**src/design/skt_pkg.sv**
```systemverilog
// Shared operation codes, status codes and cell control types for the sorted key table.
package skt_pkg;

    localparam int KEY_W    = 32;
    localparam int MODE_W   = 2;
    localparam int STATUS_W = 2;
    localparam int POS_W    = 6;
    localparam int TOTAL_W  = 7;

    localparam logic [MODE_W-1:0] MODE_INSERT = 2'd0;
    localparam logic [MODE_W-1:0] MODE_FIND   = 2'd1;
    localparam logic [MODE_W-1:0] MODE_DELETE = 2'd2;

    localparam logic [STATUS_W-1:0] ST_DONE   = 2'd0;
    localparam logic [STATUS_W-1:0] ST_ABSENT = 2'd1;
    localparam logic [STATUS_W-1:0] ST_FULL   = 2'd2;

    // Per-cell comparison result against the request key.
    typedef struct packed {
        logic lt;   // occupied and stored key is smaller than the request key
        logic eq;   // occupied and stored key equals the request key
    } skt_flag_t;

    // Command broadcast from the controller to every cell.
    typedef struct packed {
        logic                    load;   // compare and capture flags
        logic                    shift;  // move scan flags one cell toward the head
        logic                    ins;    // open a gap and write the request key
        logic                    del;    // close the gap over the first equal key
        logic signed [KEY_W-1:0] key;
    } skt_cmd_t;

endpackage

```
**src/design/skt_cell.sv**
```systemverilog
// One storage cell of the sorted key chain: a key, its comparison flags and a scan stage.
module skt_cell (
    input  logic                          clk,
    input  skt_pkg::skt_cmd_t             cmd,
    input  logic                          occupied,
    input  logic                          prev_lt,
    input  logic signed [skt_pkg::KEY_W-1:0] prev_key,
    input  logic signed [skt_pkg::KEY_W-1:0] next_key,
    input  skt_pkg::skt_flag_t            next_scan,
    output logic signed [skt_pkg::KEY_W-1:0] key,
    output logic                          lt,
    output skt_pkg::skt_flag_t            scan
);
    import skt_pkg::*;

    logic signed [KEY_W-1:0] key_reg;
    logic signed [KEY_W-1:0] key_next;
    skt_flag_t               flag_reg;
    skt_flag_t               flag_next;
    skt_flag_t               scan_reg;
    skt_flag_t               scan_next;

    always_comb
    begin
        flag_next = flag_reg;
        scan_next = scan_reg;
        key_next  = key_reg;
        if (cmd.load)
        begin
            flag_next.lt = occupied && (key_reg < cmd.key);
            flag_next.eq = occupied && (key_reg == cmd.key);
            scan_next    = flag_next;
        end
        else if (cmd.shift)
        begin
            scan_next = next_scan;
        end
        // Cells holding smaller keys keep them; the rest move by one place.
        if (cmd.ins && !flag_reg.lt)
        begin
            key_next = prev_lt ? cmd.key : prev_key;
        end
        else if (cmd.del && !flag_reg.lt)
        begin
            key_next = next_key;
        end
    end

    always_ff @(posedge clk)
    begin
        key_reg  <= key_next;
        flag_reg <= flag_next;
        scan_reg <= scan_next;
    end

    assign key  = key_reg;
    assign lt   = flag_reg.lt;
    assign scan = scan_reg;

endmodule

```
**config.mk**
```make
export PLATFORM = sky130hd
export DESIGN_NAME = skt_cell
export DESIGN_NICKNAME = d
export VERILOG_FILES = /design/src/design/skt_pkg.sv /design/src/design/skt_cell.sv
export SDC_FILE = /design/constraint.sdc
export NUM_CORES = 1
export LEC_CHECK = 0
export ABC_AREA = 1
export ABC_CLOCK_PERIOD_IN_PS = 2600
export BUFFER_PORTS_ARGS = -buffer_cell sky130_fd_sc_hd__buf_2
export CORE_ASPECT_RATIO = 0.8
export CORE_MARGIN = 1
export CORE_UTILIZATION = 46
export CTS_CLUSTER_SIZE = 25
export DETAILED_ROUTE_END_ITERATION = 7
export PLACE_DENSITY = 0.82
export SLEW_MARGIN = 40
export SYNTH_ARGS = -nofsm -noshare
export SYNTH_HDL_FRONTEND = slang
export SYNTH_SLANG_ARGS = --single-unit
```
**constraint.sdc**
```tcl
create_clock -name clk -period 2.6 [get_ports clk]
set_input_delay 0.39 -clock clk [delete_from_list [all_inputs] [get_ports clk]]
set_output_delay 0.39 -clock clk [all_outputs]
set_load 0.1 [all_outputs]
```
# --- Word level (Yosys, flattened, before mapping) ---
# Index checks and enable logic that the tools add are counted.
word_totals:
  regBits: 35
  latchBits: 0
  mem_bits_rw: 0
  mem_bits_ro: 0
  in_bits: 105
  out_inout_bits: 35
  elab_cells: 18
  mem_count: 0
classes:
  n_addsub: 0
  multipliers: 0
  div_mod_pow: 0
  order_cmp: 1
  eq_ne: 1
  shifts: 0
  muxes: 5
  bitwise_logic: 0
  reduce_logical: 7
op_table:
  columns: ["operator", "count"]
  rows:
  - ["32-bit 2-to-1 mux", 3]
  - ["32-bit == test", 1]
  - ["32-bit less-than comparator", 1]
  - ["1-bit logical AND", 4]
  - ["2-bit 2-to-1 mux", 2]
  - ["2-bit nonzero test", 2]
  - ["1-bit zero test", 1]

# --- Logic depth before layout (Yosys ltp) ---
logic_depth:
  word_depth: 4
  ltp_mapped: 14
  mapped_depth_nobuf: 14

# --- Worst setup path before layout ---
# No wires, ideal clock.
synth_path:
  path_kind: "reg2reg"
  start: "register flag_reg, in the netlist lt"
  end: "register key_reg[0] (netlist: key[0]) (enable)"
  setup_time_ns: 0.422
  t_arrival_ns: 2.321
  required_ns: 2.178
  setup_slack_ns: -0.143
  stages_incl_launch_ff: 2
  n_path_buf: 0
  period_less_slack_ns: 2.743
  path_cell_list: "edfxtp_1 -> nor2_1"
synth_between:
  elab_chain_len: 3
  word_cells_on_any_way: 4
  cone_classes: "reduce/logical: 4"
synth_rtl:
  columns: ["item", "line_no", "source"]
  rows:
  - ["start, declared", "skt_cell.sv:18", "skt_flag_t flag_reg;"]
  - ["start signal, assigned", "skt_cell.sv:52", "flag_reg <= flag_next;"]
  - ["1-bit zero test *", "skt_cell.sv:39, skt_cell.sv:43", null]
  - ["1-bit logical AND (on tied branches)", "skt_cell.sv:39, skt_cell.sv:43", null]
  - ["2-bit nonzero test (no source line) *", null, null]
  - ["end signal, assigned", "skt_cell.sv:51", "key_reg <= key_next;"]
  - ["end, declared", "skt_cell.sv:16", "logic signed [KEY_W-1:0] key_reg;"]
# Every way passes the cells marked *; elsewhere a longest branch is shown, timed or not.
# A chain may end at the register's enable or synchronous reset.

# --- Worst setup path after layout ---
layout_path:
  start: "register key_reg[31] (netlist: key[31])"
  end: "register flag_reg, in the netlist lt, data pin"
layout_between:
  elab_chain_len: 2
layout_rtl:
  columns: ["item", "line_no", "source"]
  rows:
  - ["32-bit less-than comparator", "skt_cell.sv:30", "flag_next.lt = occupied && (key_reg < cmd.key);"]
  - ["1-bit logical AND", "skt_cell.sv:30", null]
# No other way between the ends.

==> summary.txt <==
Clock tree
  – Root Buffer Master: clkbuf_8
  – PostCTS Resize Cnt: 0
  – CTS clk-pin slew, worst paths: 0.07 ns
  – Post-CTS setup buffer count: 0
  – Hold Buf Count CTS: 0
  – Max H-tree Level: 2
  – CTS sink count: 35
  – CTS tree: done
  – Clk_lat worst skew: 0.28 ns
  – Clk buf depth: 2
  – CTS buffer count: 5

Routing
  – Routed WL: 6730 um
  – Drt pass-1 iters: 4
  – Routed WL per cell: 12.0 um
  – Post-DR vias/cell: 4.80
  – ANT nets after route: 0
  – DRC errors left: 0
  – Vias: 2685
  – DRT iter0 DRCs: 116

Timing
  – RSZ-0062 raised after global routing: no
  – Slew margin rel.: 66.9%
  – Final Critical Period: 1.92 ns
  – Fin worst setup slack: 0.678 ns
  – Max-slew violation count: 0
  – Setup violations, final: 0
  – Fin Setup TNS: 0 ns
  – FMAX: 520 MHz
  – Hold Violations, Final: 0
  – Worst Clk Skew: 0.00230 ns
  – Final worst-path cycle share: 73.9%
  – Worst Max-Slew Pin Slew: 0.500 ns

Global route
  – Vias in the first global route: 2462
  – GRT Total Usage: 22.8%
  – First-pass GRT wire length: 10700 um
  – Largest net degree at the start of global routing: 33
  – Overflow after GRT: 0
  – Met1 GRT Util: 27.1%
  – GR Util met2: 41.5%
  – Initial antenna violation count: 0
  – Met3 usage: 5.24%
  – GRT Max-Usage Layer: met2

Place
  – Pre-CTS worst setup slack: 0.592 ns
  – Port buffer count: 139
  – Placed inst area: 3430 um^2
  – Routability cong.: 0.809
  – Hpwl dp: 5370 um
  – Cell count after placement: 551

Logic synthesis
  – Post-Syn Instances: 341
  – Most frequent cell after synthesis: nand2_1
  – Synth warnings: 0
  – Mux cell area share after synthesis: 0%
  – Asr flop ratio synth: 0%
  – Top cells by area, synth: edfxtp_1 40%, nand2_1 15%, ha_1 15%
  – Adder-Cell Fraction of Synth Area: 15.3%
  – Synth Area in Compound Gates: 11.1%
  – Synth unique cells: 19
  – Post-Synth XOR/XNOR Area: 0%
  – Seq/Total Area, Yosys: 40.0%
  – Synth Net Count: 478
  – Post-synth top area cell: edfxtp_1
  – Top_reg_cell synth: edfxtp_1
  – Commonest cells post-synth: 108 x nand2_1, 47 x inv_1, 47 x nor2_1
  – Yosys reg bits: 35
  – EDFF count, synth: 35
  – Synth Cell Area: 2630 um^2
  – Post-synth top area share: 40.0%
  – Synth Area in Simple Gates: 25.0%
  – Syn_area_per_cell: 7.70 um^2
  – Largest family of logic cells by synthesized area: simple AND/OR/NAND/NOR gates

Final layout
  – Post-route design area: 3510 um^2
  – Multi-input gate area: 1360 um^2
  – Fillers: 523
  – Layout cells sized above 1: 32.6%
  – Register area: 1050 um^2
  – ANT cells: 0
  – Non-filler cells, final: 559
  – Nets: 617
  – Max reg flops: 32
  – Synth-to-Final Area Change: 33.6%

Power and ir drop
  – P_leak: 0.00188 uW
  – Total power: 2030 uW
  – Pwr dens: 578 nW/um^2
  – Peak VDD IR: 0.315 mV

Die
  – Die H: 69.6 um
  – Die area: 6010 um^2
  – Starting Density: 48.0%
  – Core area: 5470 um^2
  – Cell row count: 24
  – Ports: 140
  – Die width: 86.5 um

Critical path
  – Crit path max fanout: 4
  – Arr. time, crit path: 1.96 ns
  – Critical path launch point type: register
  – CP Capture Type: register
  – CP Class: register to register
  – Worst EP required: 2.64 ns

Hold path
  – Min-Delay Path Class: input pin to register

Status
  – Status: complete, no violations

Flow run
  – Max-cap violations: 0
-- layout by cell type, fill, tap and decap left out, drive strengths merged --
master	Yosys	routed
clkinv	0	2
nand4	3	3
or2	1	1
o21a	1	1
inv	47	47
buf	0	145
a21oi	10	10
nand3	3	3
nand2	109	109
a31oi	32	32
ha	32	32
edfxtp	35	35
nor2	49	49
nor3	1	1
a21o	3	3
a32o	1	1
clkbuf	13	6
and3	1	1
-- kinds of logic (layout without fill, tap and decap cells) --
logic type,Yosys count,in the layout
and+or+nand+nor,167,167
DFF,35,35
adders and majority gates,32,32
AOI/OAI and AO/OA,47,47
buffers and inverters,60,200
-- final cells by class --
class                           count  share of cell area, %
Clock buffer                        6                   2.07
Tap cell                           78                   2.78
Multi-Input combinational cell    246                   38.8
Sequential cell                    35                   30.0
Clock inverter                      2                  0.214
Inverter                           47                   5.03
Timing Repair Buffer              145                   21.1
-- per-layer routing --
| metal | up-vias | share of wire (%) | wire length, um |
|---|---|---|---|
| met5 | - | 0 | 0 |
| met4 | 0 | 0.40 | 27 |
| met3 | 2 | 6.6 | 441 |
| met2 | 88 | 49 | 3330 |
| met1 | 1190 | 44 | 2930 |
| li1 | 1405 | - | - |
-- per-stage QoR --
step / hold WS, ns / util, %
after floorplan: 0.502 / -
after global placement: 0.652 / 62.7
after detailed placement: 0.660 / 62.7
after CTS: 0.363 / 64.2
after global routing: 0.357 / 64.2
final: 0.372 / 64.2
-- power breakdown --
part / total, uW / switching (uW) / internal [uW] / leakage [uW]
Clock: 375 / 192 / 183 / 0.0000403
Combinational: 912 / 689 / 223 / 0.00150
Sequential: 740 / 33.8 / 707 / 0.000339
Total: 2030 / 914 / 1110 / 0.00188
-- worst max-delay path, stage by stage (launching register included) --
cell and delay, ns:
edfxtp_1 0.40, ha_1 0.36, nand2_1 0.09, nor2_2 0.14, nand2_2 0.08, nor3_2 0.19, nand2_1 0.09, nand3_1 0.09
nand2_1 0.07, and3_1 0.16
-- final timing paths --
path | start | slack (ns) | endpoint | cells after the start
worst min-delay path | cmd[35] | 0.37 | lt | 1
worst max-delay path | key[31] | 0.68 | lt | 9
worst max register to register | key[31] | 0.68 | lt | 9
worst min register to register | key[31] | 0.92 | scan[1] | 4
(Power assumes the default switching activity.)
